File: config.mk
export PLATFORM = sky130hd
export DESIGN_NAME = mecanum_four_axis_step_generator_flat
export DESIGN_NICKNAME = d
export VERILOG_FILES = /design/src/hw/rtl/mfsg_pkg.sv /design/src/hw/rtl/mfsg_stream_if.sv /design/src/hw/rtl/mfsg_ctrl.sv /design/src/hw/rtl/mfsg_datapath.sv /design/src/hw/rtl/mecanum_four_axis_step_generator.sv /design/src/flat_wrapper.sv
export SDC_FILE = /design/constraint.sdc
export NUM_CORES = 1
export LEC_CHECK = 0
export BUFFER_PORTS_ARGS = -buffer_cell sky130_fd_sc_hd__buf_2
export CORE_MARGIN = 8
export CORE_UTILIZATION = 47
export CTS_BUF_LIST = sky130_fd_sc_hd__clkbuf_8
export DETAILED_ROUTE_END_ITERATION = 10
export MAX_ROUTING_LAYER = met4
export PLACE_DENSITY = 0.95
export SYNTH_ARGS = -nofsm -noshare
export SYNTH_HDL_FRONTEND = slang
export SYNTH_SLANG_ARGS = --single-unit
export TNS_END_PERCENT = 5
File: constraint.sdc
create_clock -name clk -period 2.7 [get_ports clk]
set_input_delay 0.27 -clock clk [delete_from_list [all_inputs] [get_ports clk]]
set_output_delay 0.27 -clock clk [all_outputs]
set_load 0.03 [all_outputs]
File: src/hw/rtl/mfsg_pkg.sv
`timescale 1ns / 1ps

package mfsg_pkg;

    localparam int TIME_BITS_DEF = 32;
    localparam int WHEELS        = 4;
    localparam int WHEEL_IDX_W   = 2;
    localparam int CFG_W         = 32;
    localparam int CFG_IDX_W     = 2;
    localparam int VF_W          = 24;
    localparam int TURN_W        = 16;
    localparam int TMUL_W        = 32;
    localparam int RATE_W        = 16;
    localparam int MIX_W         = 34;
    localparam int MAG_W         = 32;
    localparam int PROD_W        = MAG_W + VF_W;
    localparam int PROD_FRAC     = 28;
    localparam int TMUL_RESET    = 1000000;
    localparam int DIV_CNT_W     = $clog2(TMUL_W);

    localparam logic KIND_VEL  = 1'b0;
    localparam logic KIND_TICK = 1'b1;

    typedef enum logic [CFG_IDX_W-1:0] {
        REG_VEL_FACTOR = 2'd0,
        REG_TURN_PARAM = 2'd1,
        REG_TIME_MULT  = 2'd2
    } cfg_reg_t;

    typedef struct packed {
        logic               kind;
        logic signed [15:0] vel_x;
        logic signed [15:0] vel_y;
        logic signed [15:0] omega;
        logic [31:0]        elapsed_us;
    } cmd_item_t;

    typedef struct packed {
        logic [WHEELS-1:0] step_lines;
        logic [WHEELS-1:0] dir_lines;
    } res_item_t;

    typedef enum logic [2:0] {
        ST_IDLE,
        ST_DECODE,
        ST_TICK,
        ST_MIX,
        ST_MUL,
        ST_DIV_START,
        ST_DIV,
        ST_STORE
    } state_t;

    typedef struct packed {
        logic load_in;
        logic do_tick;
        logic do_mix;
        logic do_mul;
        logic div_start;
        logic div_step;
        logic store_wheel;
        logic load_out;
    } dp_cmd_t;

    typedef struct packed {
        logic kind;
        logic div_last;
        logic last_wheel;
        logic out_free;
    } dp_stat_t;

endpackage

File: src/hw/rtl/mfsg_stream_if.sv
`timescale 1ns / 1ps

interface mfsg_stream_if #(
    parameter type T = logic
);
    logic valid;
    logic ready;
    T     data;

    modport source (output valid, output data, input ready);
    modport sink (input valid, input data, output ready);
endinterface

File: src/hw/rtl/mfsg_ctrl.sv
`timescale 1ns / 1ps

module mfsg_ctrl (
    input  logic               clk,
    input  logic               rst_n,
    input  logic               in_valid,
    output logic               in_ready,
    input  mfsg_pkg::dp_stat_t stat,
    output mfsg_pkg::dp_cmd_t  cmds
);
    import mfsg_pkg::*;

    state_t state_reg;
    state_t state_next;
    logic   done_pending_reg;
    logic   done_pending_next;

    always_ff @(posedge clk or negedge rst_n)
    begin
        if (!rst_n)
        begin
            state_reg        <= ST_IDLE;
            done_pending_reg <= 1'b0;
        end
        else
        begin
            state_reg        <= state_next;
            done_pending_reg <= done_pending_next;
        end
    end

    // next state
    always_comb
    begin
        state_next        = state_reg;
        done_pending_next = done_pending_reg;
        unique case (state_reg)
            ST_IDLE:
            begin
                if (done_pending_reg)
                begin
                    if (stat.out_free)
                        done_pending_next = 1'b0;
                end
                else if (in_valid)
                begin
                    state_next = ST_DECODE;
                end
            end
            ST_DECODE:
            begin
                if (stat.kind == KIND_TICK)
                    state_next = ST_TICK;
                else
                    state_next = ST_MIX;
            end
            ST_TICK:
            begin
                state_next        = ST_IDLE;
                done_pending_next = 1'b1;
            end
            ST_MIX:       state_next = ST_MUL;
            ST_MUL:       state_next = ST_DIV_START;
            ST_DIV_START: state_next = ST_DIV;
            ST_DIV:
            begin
                if (stat.div_last)
                    state_next = ST_STORE;
            end
            ST_STORE:
            begin
                if (stat.last_wheel)
                begin
                    state_next        = ST_IDLE;
                    done_pending_next = 1'b1;
                end
                else
                begin
                    state_next = ST_MIX;
                end
            end
            default:      state_next = ST_IDLE;
        endcase
    end

    // outputs
    always_comb
    begin
        cmds     = '0;
        in_ready = 1'b0;
        unique case (state_reg)
            ST_IDLE:
            begin
                in_ready      = !done_pending_reg;
                cmds.load_in  = !done_pending_reg && in_valid;
                cmds.load_out = done_pending_reg && stat.out_free;
            end
            ST_DECODE:    ;
            ST_TICK:      cmds.do_tick = 1'b1;
            ST_MIX:       cmds.do_mix = 1'b1;
            ST_MUL:       cmds.do_mul = 1'b1;
            ST_DIV_START: cmds.div_start = 1'b1;
            ST_DIV:       cmds.div_step = 1'b1;
            ST_STORE:     cmds.store_wheel = 1'b1;
            default:      ;
        endcase
    end

endmodule

File: src/hw/rtl/mfsg_datapath.sv
`timescale 1ns / 1ps

module mfsg_datapath #(
    parameter int TIME_BITS = mfsg_pkg::TIME_BITS_DEF
) (
    input  logic                             clk,
    input  logic                             rst_n,
    input  logic                             wr_en,
    input  logic [mfsg_pkg::CFG_IDX_W-1:0]   wr_index,
    input  logic [mfsg_pkg::CFG_W-1:0]       wr_data,
    input  mfsg_pkg::cmd_item_t              in_data,
    input  mfsg_pkg::dp_cmd_t                cmds,
    output mfsg_pkg::dp_stat_t               stat,
    output logic                             res_valid,
    input  logic                             res_ready,
    output mfsg_pkg::res_item_t              res_data
);
    import mfsg_pkg::*;

    localparam int PW = TIME_BITS + 1;
    localparam int CW = TIME_BITS + 2;

    logic [VF_W-1:0]   vf_reg;
    logic [TURN_W-1:0] turn_reg;
    logic [TMUL_W-1:0] tmul_reg;

    cmd_item_t in_reg;

    logic signed [PW-1:0] period_reg [WHEELS];
    logic signed [CW-1:0] count_reg  [WHEELS];
    logic [WHEELS-1:0]    step_reg;
    logic [WHEELS-1:0]    dir_reg;

    logic [WHEEL_IDX_W-1:0] wheel_reg;
    logic [MAG_W-1:0]       mag_reg;
    logic                   neg_reg;
    logic [PROD_W-1:0]      prod_reg;
    logic                   fwd_reg;
    logic [RATE_W-1:0]      rate_reg;
    logic [RATE_W-1:0]      rem_reg;
    logic [TMUL_W-1:0]      quo_reg;
    logic [DIV_CNT_W-1:0]   cnt_reg;

    logic      res_valid_reg;
    res_item_t res_data_reg;

    // configuration
    always_ff @(posedge clk or negedge rst_n)
    begin
        if (!rst_n)
        begin
            vf_reg   <= '0;
            turn_reg <= '0;
            tmul_reg <= TMUL_W'(TMUL_RESET);
        end
        else if (wr_en)
        begin
            case (wr_index)
                REG_VEL_FACTOR: vf_reg   <= wr_data[VF_W-1:0];
                REG_TURN_PARAM: turn_reg <= wr_data[TURN_W-1:0];
                REG_TIME_MULT:  tmul_reg <= wr_data[TMUL_W-1:0];
                default:        ;
            endcase
        end
    end

    // wheel mix
    logic signed [MIX_W-1:0] a_term;
    logic signed [MIX_W-1:0] b_term;
    logic signed [32:0]      r_prod;
    logic signed [MIX_W-1:0] r_term;
    logic signed [MIX_W-1:0] mix;
    logic [MIX_W-1:0]        mix_abs;

    assign a_term  = {{(MIX_W-24){in_reg.vel_x[15]}}, in_reg.vel_x, 8'b0};
    assign b_term  = {{(MIX_W-24){in_reg.vel_y[15]}}, in_reg.vel_y, 8'b0};
    assign r_prod  = $signed({1'b0, turn_reg}) * in_reg.omega;
    assign r_term  = {r_prod[32], r_prod};
    assign mix_abs = mix[MIX_W-1] ? MIX_W'(-mix) : MIX_W'(mix);

    always_comb
    begin
        case (wheel_reg)
            2'd0:    mix = a_term - b_term - r_term;
            2'd1:    mix = a_term + b_term + r_term;
            2'd2:    mix = a_term + b_term - r_term;
            default: mix = a_term - b_term + r_term;
        endcase
    end

    // rate and divider step
    logic [PROD_W-PROD_FRAC-1:0] rate_full;
    logic [RATE_W-1:0]           rate_sat;
    logic [RATE_W:0]             rem_sh;
    logic [RATE_W:0]             rem_diff;
    logic                        quo_bit;
    logic                        quo_ovf;
    logic [TIME_BITS-1:0]        quo_sat;
    logic signed [PW-1:0]        period_new;

    assign rate_full = prod_reg[PROD_W-1:PROD_FRAC];
    assign rate_sat  = (|rate_full[PROD_W-PROD_FRAC-1:RATE_W]) ? '1 : rate_full[RATE_W-1:0];
    assign rem_sh    = {rem_reg, quo_reg[TMUL_W-1]};
    assign rem_diff  = rem_sh - {1'b0, rate_reg};
    assign quo_bit   = rem_sh >= {1'b0, rate_reg};
    assign quo_ovf   = |(quo_reg >> TIME_BITS);
    assign quo_sat   = quo_ovf ? '1 : TIME_BITS'(quo_reg);
    assign period_new = (rate_reg == '0) ? '1 : $signed({1'b0, quo_sat});

    always_ff @(posedge clk)
    begin
        if (cmds.load_in)
            in_reg <= in_data;
        if (cmds.do_mix)
        begin
            mag_reg <= mix_abs[MAG_W-1:0];
            neg_reg <= (mix != '0) && (mix[MIX_W-1] ^ wheel_reg[0]);
        end
        if (cmds.do_mul)
        begin
            prod_reg <= mag_reg * vf_reg;
            fwd_reg  <= !(neg_reg && (vf_reg != '0));
        end
        if (cmds.div_start)
        begin
            rate_reg <= rate_sat;
            rem_reg  <= '0;
            quo_reg  <= tmul_reg;
            cnt_reg  <= '0;
        end
        else if (cmds.div_step)
        begin
            rem_reg <= quo_bit ? rem_diff[RATE_W-1:0] : rem_sh[RATE_W-1:0];
            quo_reg <= {quo_reg[TMUL_W-2:0], quo_bit};
            cnt_reg <= cnt_reg + 1'b1;
        end
    end

    // tick lanes
    logic [CW-1:0] dt_ext;
    assign dt_ext = {2'b00, TIME_BITS'(in_reg.elapsed_us)};

    always_ff @(posedge clk or negedge rst_n)
    begin
        if (!rst_n)
        begin
            wheel_reg <= '0;
            step_reg  <= '0;
            dir_reg   <= '0;
            for (int i = 0; i < WHEELS; i++)
            begin
                period_reg[i] <= '1;
                count_reg[i]  <= '1;
            end
        end
        else
        begin
            if (cmds.store_wheel)
            begin
                period_reg[wheel_reg] <= period_new;
                count_reg[wheel_reg]  <= {period_new[PW-1], period_new};
                dir_reg[wheel_reg]    <= fwd_reg;
                wheel_reg             <= wheel_reg + 1'b1;
            end
            if (cmds.do_tick)
            begin
                for (int i = 0; i < WHEELS; i++)
                begin
                    logic signed [CW-1:0] c;
                    logic signed [CW-1:0] per;
                    c   = count_reg[i] - $signed(dt_ext);
                    per = {period_reg[i][PW-1], period_reg[i]};
                    if (c <= 0)
                    begin
                        step_reg[i]  <= 1'b1;
                        count_reg[i] <= per;
                    end
                    else
                    begin
                        if (c <= (per >>> 1))
                            step_reg[i] <= 1'b0;
                        else if (c <= per)
                            step_reg[i] <= 1'b1;
                        count_reg[i] <= c;
                    end
                end
            end
        end
    end

    // result register
    always_ff @(posedge clk or negedge rst_n)
    begin
        if (!rst_n)
            res_valid_reg <= 1'b0;
        else if (cmds.load_out)
            res_valid_reg <= 1'b1;
        else if (res_ready)
            res_valid_reg <= 1'b0;
    end

    always_ff @(posedge clk)
    begin
        if (cmds.load_out)
        begin
            res_data_reg.step_lines <= step_reg;
            res_data_reg.dir_lines  <= dir_reg;
        end
    end

    assign res_valid       = res_valid_reg;
    assign res_data        = res_data_reg;
    assign stat.kind       = in_reg.kind;
    assign stat.div_last   = cnt_reg == DIV_CNT_W'(TMUL_W - 1);
    assign stat.last_wheel = wheel_reg == WHEEL_IDX_W'(WHEELS - 1);
    assign stat.out_free   = !res_valid_reg || res_ready;

endmodule

File: src/hw/rtl/mecanum_four_axis_step_generator.sv
`timescale 1ns / 1ps
// channel | dir | payload                                  | handshake
// cmd     | in  | kind, vel_x, vel_y, omega, elapsed_us    | valid/ready
// res     | out | step_lines, dir_lines                    | valid/ready
// cfg     | in  | wr_index, wr_data                        | wr_en
//
// a tick passes through decode and the tick state, then loads the result once the result register is free
// a velocity command runs mix, multiply and the one bit per cycle restoring
// divider once per wheel, then stores that wheel's period and direction
// reset: periods and countdowns at minus one, lines low, time_multiplier 1000000
// a stalled result holds the block once the next item has been taken in and processed

module mecanum_four_axis_step_generator #(
    parameter int TIME_BITS = mfsg_pkg::TIME_BITS_DEF
) (
    input  logic                           clk,
    input  logic                           rst_n,
    input  logic                           wr_en,
    input  logic [mfsg_pkg::CFG_IDX_W-1:0] wr_index,
    input  logic [mfsg_pkg::CFG_W-1:0]     wr_data,
    mfsg_stream_if.sink                    cmd,
    mfsg_stream_if.source                  res
);
    import mfsg_pkg::*;

    dp_cmd_t  cmds;
    dp_stat_t stat;

    mfsg_ctrl u_ctrl (
        .clk      (clk),
        .rst_n    (rst_n),
        .in_valid (cmd.valid),
        .in_ready (cmd.ready),
        .stat     (stat),
        .cmds     (cmds)
    );

    mfsg_datapath #(
        .TIME_BITS (TIME_BITS)
    ) u_datapath (
        .clk       (clk),
        .rst_n     (rst_n),
        .wr_en     (wr_en),
        .wr_index  (wr_index),
        .wr_data   (wr_data),
        .in_data   (cmd.data),
        .cmds      (cmds),
        .stat      (stat),
        .res_valid (res.valid),
        .res_ready (res.ready),
        .res_data  (res.data)
    );

    a_one_at_a_time: assert property (@(posedge clk) disable iff (!rst_n)
        cmd.valid && cmd.ready |=> !cmd.ready)
        else $error("second transfer taken while busy");

    a_result_from_load: assert property (@(posedge clk) disable iff (!rst_n)
        $rose(res.valid) |-> $past(cmds.load_out))
        else $error("result appeared without load");

    a_load_when_free: assert property (@(posedge clk) disable iff (!rst_n)
        cmds.load_out |-> stat.out_free)
        else $error("result overwritten");

endmodule
File: src/flat_wrapper.sv
// flat-port wrapper written by rule: the top's interface ports become plain ports
module mecanum_four_axis_step_generator_flat import mfsg_pkg::*;
#(
    parameter int TIME_BITS = mfsg_pkg::TIME_BITS_DEF
)
  (clk, rst_n, wr_en, wr_index, wr_data, cmd_valid, cmd_data, cmd_ready, res_valid, res_data, res_ready);
  mfsg_stream_if cmd_i ();
  mfsg_stream_if res_i ();
  input  logic clk;
  input  logic rst_n;
  input  logic wr_en;
  input  logic [mfsg_pkg::CFG_IDX_W-1:0] wr_index;
  input  logic [mfsg_pkg::CFG_W-1:0] wr_data;
  input wire logic [$bits(cmd_i.valid)-1:0] cmd_valid;
  input wire logic [$bits(cmd_i.data)-1:0] cmd_data;
  output wire logic [$bits(cmd_i.ready)-1:0] cmd_ready;
  output wire logic [$bits(res_i.valid)-1:0] res_valid;
  output wire logic [$bits(res_i.data)-1:0] res_data;
  input wire logic [$bits(res_i.ready)-1:0] res_ready;
  assign cmd_i.valid = cmd_valid;
  assign cmd_i.data = cmd_data;
  assign cmd_ready = cmd_i.ready;
  assign res_valid = res_i.valid;
  assign res_data = res_i.data;
  assign res_i.ready = res_ready;
  mecanum_four_axis_step_generator #(.TIME_BITS(TIME_BITS)) u_core (.clk(clk), .rst_n(rst_n), .wr_en(wr_en), .wr_index(wr_index), .wr_data(wr_data), .cmd(cmd_i), .res(res_i));
endmodule
==> reports/metrics.csv, run 1 <==
metric,value,unit
relSlewSlack,61.48,%
fin_nets,126,
synth_xor_area_share,2.397,%
drive_gt1_share,16.05,%
reg2reg_setup_slack,1.24,ns
hold_violations,0,
num_rows,14,
initial_utilization,49.08,%
fmax,602.5,MHz
synth_top_family_by_area,compound AO/OA/AOI/OAI gates,
power,0.3896,mW
worstSetupPathType,reg -> out,
hp-class,in -> reg,
grt_use_total,9.716,%
grt_pass1_vias,564,
largest_register_ffs,5,
dpl_cell_area,743.2,um2
hold_path_depth,3,
synthMuxAreaShare,1.541,%
stdcell_area,798.3,um2
worstMarginPinSlew,0.5778,ns
cts_resized,0,
ys_ff_latch,14,
peakVddDrop,350.9,uV
antenna_found_initial,0,
crit_start,u_core.u_ctrl.state_reg[0],
grt_max_degree,21,
clock_latency,0.24,ns
clock-sinks,14,
netlist_instances,74,
cts_tree,yes,
first_pass_iters,4,
synthToLayoutAreaGrowth,9.247,%
hpwl,890.3,um
cts_buffers,3,
leakagePower,0.3702,nW
setup-violations-final,0,
required,2.43,ns
root_buffer,clkbuf_8,
ant_nets,0,
yosys_warnings,0,
remaining_drc_errors,0,
drt_iter0_markers,14,
max_cap_viol_count,0,
crit_path_max_fanout,20,
finalCriticalPeriod,1.660,ns
wl,1.379,mm
p_per_area,488.1,nW/um2
timing.critical_path.to_type,output pin,
grt_pass1_wl,2.442,mm
die_w,55.43,um
fin_crit_sh,61.47,%
synth_top_area_share,27.40,%
hp-start,cmd_valid,
clk_path_buf_depth,2,
portBuffers,6,
die-area,3072,um2
antenna_cells,0,
finalClockSkew,0.003556,ns
r2r_start,u_core.u_datapath.cnt_reg[0],
syn_area_per_cell,9.874,um2
final_cell_mix,"nand2_1, dfrtp_1, o21ai_0, buf_2, dfxtp_1",
seq_area_frac_synth,45.21,%
yosys-top-cells-area,"dfrtp_1, dfxtp_1, ha_1",
path_clk_slew,0.06,ns
outcome,completed,
critPathLaunchType,flop,
fin_setup_tns,0,ns
gp_congestion,0.8282,
die_y,55.43,um
report.final.slew_viol_count,0,
yosysTopAreaCell,dfrtp_1,
num_vias,538,
synth-adder-area-share,6.849,%
grt-ovfl-total,0,
rsz0062_at_grt,false,
io_pins,43,
htreeDepth,1,
r2r_cells,5,
syn-cell-area,730.7,um2
yosys.area_share.simple,17.98,%
routedWlPerCell,14.22,um
synth_compound_area_share,18.84,%
ys_types,30,
core,1489,um2
via_per_inst,5.546,
cp.arrival,1.39,ns
syn_nets,118,
worst max-delay path, cell delays in order (launching register included):
cell and delay, ns:
dfrtp_1 0.59, nor4_1 0.32, buf_2 0.24
through the flow:
step	utilization (%)	worst slack [ns]	cells	hold slack [ns]
after detailed placement	49.92	1.289	92	0.1172
after CTS	53.61	1.025	97	0.3192
after global placement	49.92	1.294	92	0.1170
after floorplan	-	0.7781	74	-0.02559
after global routing	53.61	0.9016	97	0.3364
final	53.61	1.040	97	0.3226
timing repair:
item                      4_1_cts  5_1_grt
hold buffers                    1        0
buffers inserted                0        0
hold endpoints to repair        8        0
cell type report:
cell class	instances	area [um2]
tap	16	20.02
sequential	14	330.3
multi-input combinational	52	347.8
inverter	4	15.01
fill	122	690.7
timing repair buffer	7	40.04
clock buffer	3	41.29
clock inverter	1	3.754
synth_stat cells:
cell type	count
o21ai_2	1
and4b_2	1
dfxtp_1	5
nand3_1	3
a22o_1	1
o2bb2ai_1	1
o21ai_0	6
xnor2_1	2
nand2b_1	3
o221ai_1	1
edfxtp_1	1
ha_1	4
a41o_2	1
a21oi_1	2
buf_6	2
nand3b_1	1
dfrtp_1	8
buf_4	2
a22oi_1	2
nor2b_1	3
and3_1	2
mux2_2	1
nor4_1	1
a2bb2oi_1	1
o21ai_1	2
nand2_1	8
nor2_1	3
a222oi_1	1
inv_1	4
o31ai_1	1
routing by layer:
layer | part of all wire (%) | vias to the layer above | global-route usage [%] | wire length (um)
met4 | 0.94 | 0 | 5.986 | 13
met5 | 0 | - | - | 0
met1 | 46 | 250 | 10.34 | 631
met3 | 2.0 | 2 | 2.283 | 27
met2 | 51 | 6 | 15.87 | 706
li1 | - | 280 | - | -
cells by family (layout without fill, tap and decap cells):
kind of cell / Yosys count / count (layout)
xor gates and xnor gates: 2 / 2
DFF: 14 / 14
muxes: 1 / 1
AOI/OAI and AO/OA: 20 / 20
and+or+nand+nor: 25 / 25
adders and majority gates: 4 / 4
buffers and inverters: 8 / 15
power by group:
group                 switching (mW)  internal (mW)
combinational                0.00280        0.00248
clock                         0.0733          0.101
sequential     0.0000000000000000303          0.211
total                         0.0761          0.314
final timing paths:
check | to
setup / recovery | cmd_ready
hold / removal | u_core.u_ctrl.state_reg[0]
setup reg to reg | u_core.u_datapath.cnt_reg[4]
hold reg to reg | u_core.u_datapath.res_data[0]
max in group asynchronous | u_core.u_datapath.res_valid
min in group asynchronous | u_core.u_datapath.dir_reg[0]
(Power assumes the default switching activity.)
==> run 2, diff against run 1 <==
CORE_UTILIZATION = 40   (was 47)
PLACE_DENSITY = 0.89   (was 0.95)
clock period = 1.4 ns   (was 2.7 ns; I/O delays follow)
==> reports/metrics.csv, run 2 (synthesis results as in run 1) <==
metric,value,unit,change
wl,1.625,mm,was 1.379 mm
grt_use_total,9.904,%,was 9.716%
holdWs,0.1915,ns,was 0.3226 ns
via_per_inst,5.193,,was 5.546
antenna_found_initial,0,,unchanged
outcome,completed,,unchanged
reg2reg_setup_slack,0.07,ns,was 1.24 ns
grt-ovfl-total,0,,unchanged
report.final.slew_viol_count,0,,unchanged
clk_path_buf_depth,2,,unchanged
io_pins,43,,unchanged
finish.utilization,52.10,%,was 53.61%
largest_register_ffs,5,,unchanged
grt_pass1_wl,2.573,mm,was 2.442 mm
crit_path_max_fanout,12,,was 20
r2r_start,u_core.u_datapath.cnt_reg[0],,unchanged
hold_end,u_core.u_datapath.res_valid,,was u_core.u_ctrl.state_reg[0]
required,1.26,ns,was 2.43 ns
portBuffers,6,,unchanged
layout_setup_ws,0.05312,ns,was 1.040 ns
max_cap_viol_count,0,,unchanged
initial_utilization,42.32,%,was 49.08%
pre_cts_slack,0.03331,ns,was 1.289 ns
cp.arrival,1.21,ns,was 1.39 ns
worstSetupPathType,reg -> out,,unchanged
grt_max_degree,17,,was 21
placed_cells,106,,was 92
drt_iter0_markers,31,,was 14
finalCriticalPeriod,1.347,ns,
synthToLayoutAreaGrowth,23.12,%,was 9.247%
hpwl,1.089,mm,was 890.3 um
r2r_cells,5,,unchanged
die_y,58.74,um,was 55.43 um
stdcell_area,899.6,um2,was 798.3 um2
critPathLaunchType,flop,,unchanged
fin_setup_tns,0,ns,unchanged
finalClockSkew,0.0009610,ns,was 0.003556 ns
drive_gt1_share,31.46,%,was 16.05%
hold_violations,0,,unchanged
fin_crit_sh,96.21,%,
hp-start,res_ready,,was cmd_valid
clock_latency,0.24,ns,about the same
route.met3.wl,59,um,was 27 um
core,1727,um2,was 1489 um2
p_per_area,834.1,nW/um2,was 488.1 nW/um2
antenna_cells,0,,unchanged
num_vias,592,,was 538
power,0.7504,mW,was 0.3896 mW
num_rows,15,,was 14
remaining_drc_errors,0,,unchanged
root_buffer,clkbuf_8,,unchanged
die_w,58.74,um,was 55.43 um
hp-class,in -> reg,,unchanged
relSlewSlack,80.31,%,was 61.48%
clock-sinks,14,,unchanged
final_cell_mix,"nand2_1, buf_4, o21ai_0",,"was nand2_1, dfrtp_1, o21ai_0, buf_2, dfxtp_1"
fin_nets,134,,was 126
worstMarginPinSlew,0.2954,ns,was 0.5778 ns
drt-met1-wl,658,um,was 631 um
fmax,742.5,MHz,
reg2reg_to,u_core.u_datapath.cnt_reg[4],,unchanged
path_clk_slew,0.06,ns,about the same
dr.max_layer_used,met4,,unchanged
grt_pass1_vias,603,,was 564
cts_buffers,3,,unchanged
cts_tree,yes,,unchanged
die-area,3450,um2,was 3072 um2
rsz0062_at_grt,false,,unchanged
routedWlPerCell,14.25,um,was 14.22 um
timing.critical_path.to_type,output pin,,unchanged
htreeDepth,1,,unchanged
setup-violations-final,0,,unchanged
hold_path_depth,3,,unchanged
dpl_cell_area,807.0,um2,was 743.2 um2
leakagePower,0.4070,nW,was 0.3702 nW
gp_congestion,0.8351,,was 0.8282
ant_nets,0,,unchanged
peakVddDrop,449.3,uV,was 350.9 uV
first_pass_iters,4,,unchanged
wl_met2,882,um,was 706 um
stdcell_count,114,,was 97
-- run 2: cell count changes in the layout (fill, tap and decap cells not counted), moves of 2 or more --
cell     previous run  this run
dfrtp_2             0         3
buf_4               0         8
dfxtp_2             0         2
dfxtp_1             5         3
dfrtp_1             8         5
-- run 2: worst max path at each step --
stage / from / end / slack (ns) / cells past startpoint
final: u_core.u_ctrl.state_reg[1] / cmd_ready / 0.05 / 2
after global routing: u_core.u_ctrl.state_reg[1] / cmd_ready / 0.005 / 2
after CTS: u_core.u_ctrl.state_reg[0] / cmd_ready / 0.005 / 2
after detailed placement: u_core.u_datapath.cnt_reg[0] / u_core.u_datapath.cnt_reg[4] / 0.03 / 5
after global placement: u_core.u_datapath.cnt_reg[0] / u_core.u_datapath.cnt_reg[4] / 0.04 / 5
after floorplan: u_core.u_datapath.cnt_reg[0] / u_core.u_datapath.cnt_reg[4] / 0.1 / 5
-- run 2: power breakdown --
group          total, mW          switching, mW  leakage (nW)  internal, mW
combinational     0.0104                0.00565         0.249       0.00478
sequential         0.406  0.0000000000000000492         0.131         0.406
clock              0.334                  0.140        0.0269         0.194
-- run 2: final cells by class --
type                    count  area [um2]
well taps                  25       31.28
inverters                   4       15.01
clock buffers               3       41.29
repair buffers             15       106.4
flip-flops and latches     14       336.6
clock inverters             1       3.754
fillers                   151       827.0
multi-input cells          52       365.4
-- run 2: what timing repair did --
item	in CTS	in global routing
hold buffers	1	0
setup buffers	1	2
pin swaps	0	0
gates resized for setup	4	4
endpoints found under the hold margin	8	0
setup endpoints to repair	1	3
-- run 2: per-layer routing --
metal	vias up	global-route usage, %
met1	280	10.18
met5	-	-
met3	2	2.826
met2	16	16.98
li1	294	-
met4	0	4.778
-- run 2: worst max-delay path, stage by stage (launching register included) --
cell	delay (ns)
dfrtp_2	0.49
nor4_4	0.30
buf_6	0.16
==> run 3, diff against run 2 <==
--- a/config.mk
+++ b/config.mk
@@ -8,9 +8,9 @@
 export BUFFER_PORTS_ARGS = -buffer_cell sky130_fd_sc_hd__buf_2
 export CORE_MARGIN = 8
-export CORE_UTILIZATION = 40
+export CORE_UTILIZATION = 44
 export CTS_BUF_LIST = sky130_fd_sc_hd__clkbuf_8
 export DETAILED_ROUTE_END_ITERATION = 10
 export MAX_ROUTING_LAYER = met4
-export PLACE_DENSITY = 0.89
+export PLACE_DENSITY = 0.93
 export SYNTH_ARGS = -nofsm -noshare
 export SYNTH_HDL_FRONTEND = slang
==> constraint.sdc (replaced) <==
create_clock -name clk -period 1.45 [get_ports clk]
set_input_delay 0.2175 -clock clk [delete_from_list [all_inputs] [get_ports clk]]
set_output_delay 0.2175 -clock clk [all_outputs]
set_load 0.03 [all_outputs]
==> reports/metrics.csv, run 3 (synthesis results as in run 1) <==
metric,value,unit,change
placed_cells,94,,was 106
die_w,56.75,um,was 58.74 um
leakagePower,0.3765,nW,was 0.4070 nW
drive_gt1_share,25.30,%,was 31.46%
cpPeakStageDelay,0.50,ns,was 0.49 ns
cts_buffers,3,,unchanged
critPathLaunchType,flop,,unchanged
hold_path_depth,3,,unchanged
antenna_cells,0,,unchanged
final_cell_mix,"nand2_1, o21ai_0, buf_2, dfrtp_1",,"was nand2_1, buf_4, o21ai_0"
die-area,3221,um2,was 3450 um2
largest_register_ffs,5,,unchanged
worstSetupPathType,reg -> out,,unchanged
grt_pass1_wl,2.470,mm,was 2.573 mm
finalCriticalPeriod,1.412,ns,
core,1524,um2,was 1727 um2
required,1.23,ns,was 1.26 ns
gp_congestion,0.8418,,was 0.8351
max_cap_viol_count,0,,unchanged
hold_end,u_core.u_ctrl.state_reg[0],,was u_core.u_datapath.res_valid
reg2reg_setup_slack,0.09,ns,was 0.07 ns
num_rows,14,,was 15
wl,1.418,mm,was 1.625 mm
dpl_cell_area,773.2,um2,was 807.0 um2
first_pass_iters,4,,unchanged
cts_tree,yes,,unchanged
holdWs,0.2566,ns,was 0.1915 ns
io_pins,43,,unchanged
grt_use_total,9.559,%,was 9.904%
layout_setup_ws,0.03816,ns,was 0.05312 ns
hpwl,1.014,mm,was 1.089 mm
antenna_found_initial,0,,unchanged
htreeDepth,1,,unchanged
clock_latency,0.25,ns,was 0.24 ns
fin_setup_tns,0,ns,unchanged
final_common_cell,nand2_1,,
num_vias,574,,was 592
cp_cell_sequence,"nor4_4, buf_6",,unchanged
worstMarginPinSlew,0.3103,ns,was 0.2954 ns
relSlewSlack,79.32,%,was 80.31%
clk_path_buf_depth,2,,unchanged
hold_violations,0,,unchanged
rsz0062_at_grt,true,,was false
r2r_start,u_core.u_datapath.cnt_reg[0],,unchanged
fin_nets,128,,was 134
hp-start,cmd_valid,,was res_ready
fmax,708.3,MHz,
report.final.slew_viol_count,0,,unchanged
die_y,56.75,um,was 58.74 um
grt_pass1_vias,552,,was 603
initial_utilization,47.95,%,was 42.32%
root_buffer,clkbuf_8,,unchanged
hp-class,in -> reg,,unchanged
setup-violations-final,0,,unchanged
stdcell_count,99,,was 114
crit_path_max_fanout,13,,was 12
outcome,completed,,unchanged
fin_crit_sh,97.37,%,
clock-sinks,14,,unchanged
power,0.7336,mW,was 0.7504 mW
routedWlPerCell,14.32,um,was 14.25 um
grt-ovfl-total,0,,unchanged
synthToLayoutAreaGrowth,15.24,%,was 23.12%
via_per_inst,5.798,,was 5.193
drt_iter0_markers,23,,was 31
finalClockSkew,0.006932,ns,was 0.0009610 ns
finish.utilization,55.25,%,was 52.10%
remaining_drc_errors,0,,unchanged
stdcell_area,842.1,um2,was 899.6 um2
portBuffers,6,,unchanged
ant_nets,0,,unchanged
post_cts_buffers,0,,was 1
timing.critical_path.to_type,output pin,,unchanged
pre_cts_slack,0.04844,ns,was 0.03331 ns
peakVddDrop,556.5,uV,was 449.3 uV
cp.arrival,1.19,ns,was 1.21 ns
path_clk_slew,0.06,ns,about the same
grt_max_degree,17,,unchanged
r2r_cells,5,,unchanged
reg2reg_to,u_core.u_datapath.cnt_reg[4],,unchanged
slowest_stage,dfrtp_2,,unchanged
p_per_area,871.2,nW/um2,was 834.1 nW/um2
-- run 3: worst max path at each step --
stage | from | to | slack [ns]
2_1_floorplan | u_core.u_ctrl.state_reg[0] | cmd_ready | 0.1
3_3_place_gp | u_core.u_datapath.cnt_reg[0] | u_core.u_datapath.cnt_reg[4] | 0.09
3_5_place_dp | u_core.u_datapath.cnt_reg[0] | u_core.u_datapath.cnt_reg[4] | 0.05
4_1_cts | u_core.u_ctrl.state_reg[1] | cmd_ready | 0.01
5_1_grt | u_core.u_ctrl.state_reg[0] | cmd_ready | -0.0003
6_report | u_core.u_ctrl.state_reg[0] | cmd_ready | 0.04
-- run 3: layout make-up --
type	instances	area, um2
timing repair buffer	9	61.31
sequential	14	335.3
multi-input combinational	52	365.4
fill	132	681.9
tap	16	20.02
inverter	4	15.01
clock buffer	3	41.29
clock inverter	1	3.754
-- run 3: timing repair --
item	4_1_cts	5_1_grt
gates resized for setup	4	3
hold buffers	1	0
pin swaps	0	1
gates cloned	0	0
setup endpoints to repair	1	3
endpoints found under the hold margin	8	0
-- run 3: worst max-delay path: cells and delay by family, from the launching register on --
kind	cells	cell delay (ns)
simple gates	1	0.28
buf+inv	1	0.16
flops	1	0.50
-- run 3: layer usage --
layer,global-route usage (%),up-vias,wire length [um]
met2,13.32,8,683
met5,-,-,0
met1,12.14,281,669
met3,2.697,3,42
li1,-,282,-
met4,5.034,0,22
-- run 3: power by group --
group / leakage [nW] / total, mW / internal [mW] / switching [mW]
clock network: 0.0231 / 0.332 / 0.188 / 0.144
registers: 0.130 / 0.392 / 0.392 / 0.0000000000000000484
logic: 0.223 / 0.00988 / 0.00460 / 0.00528
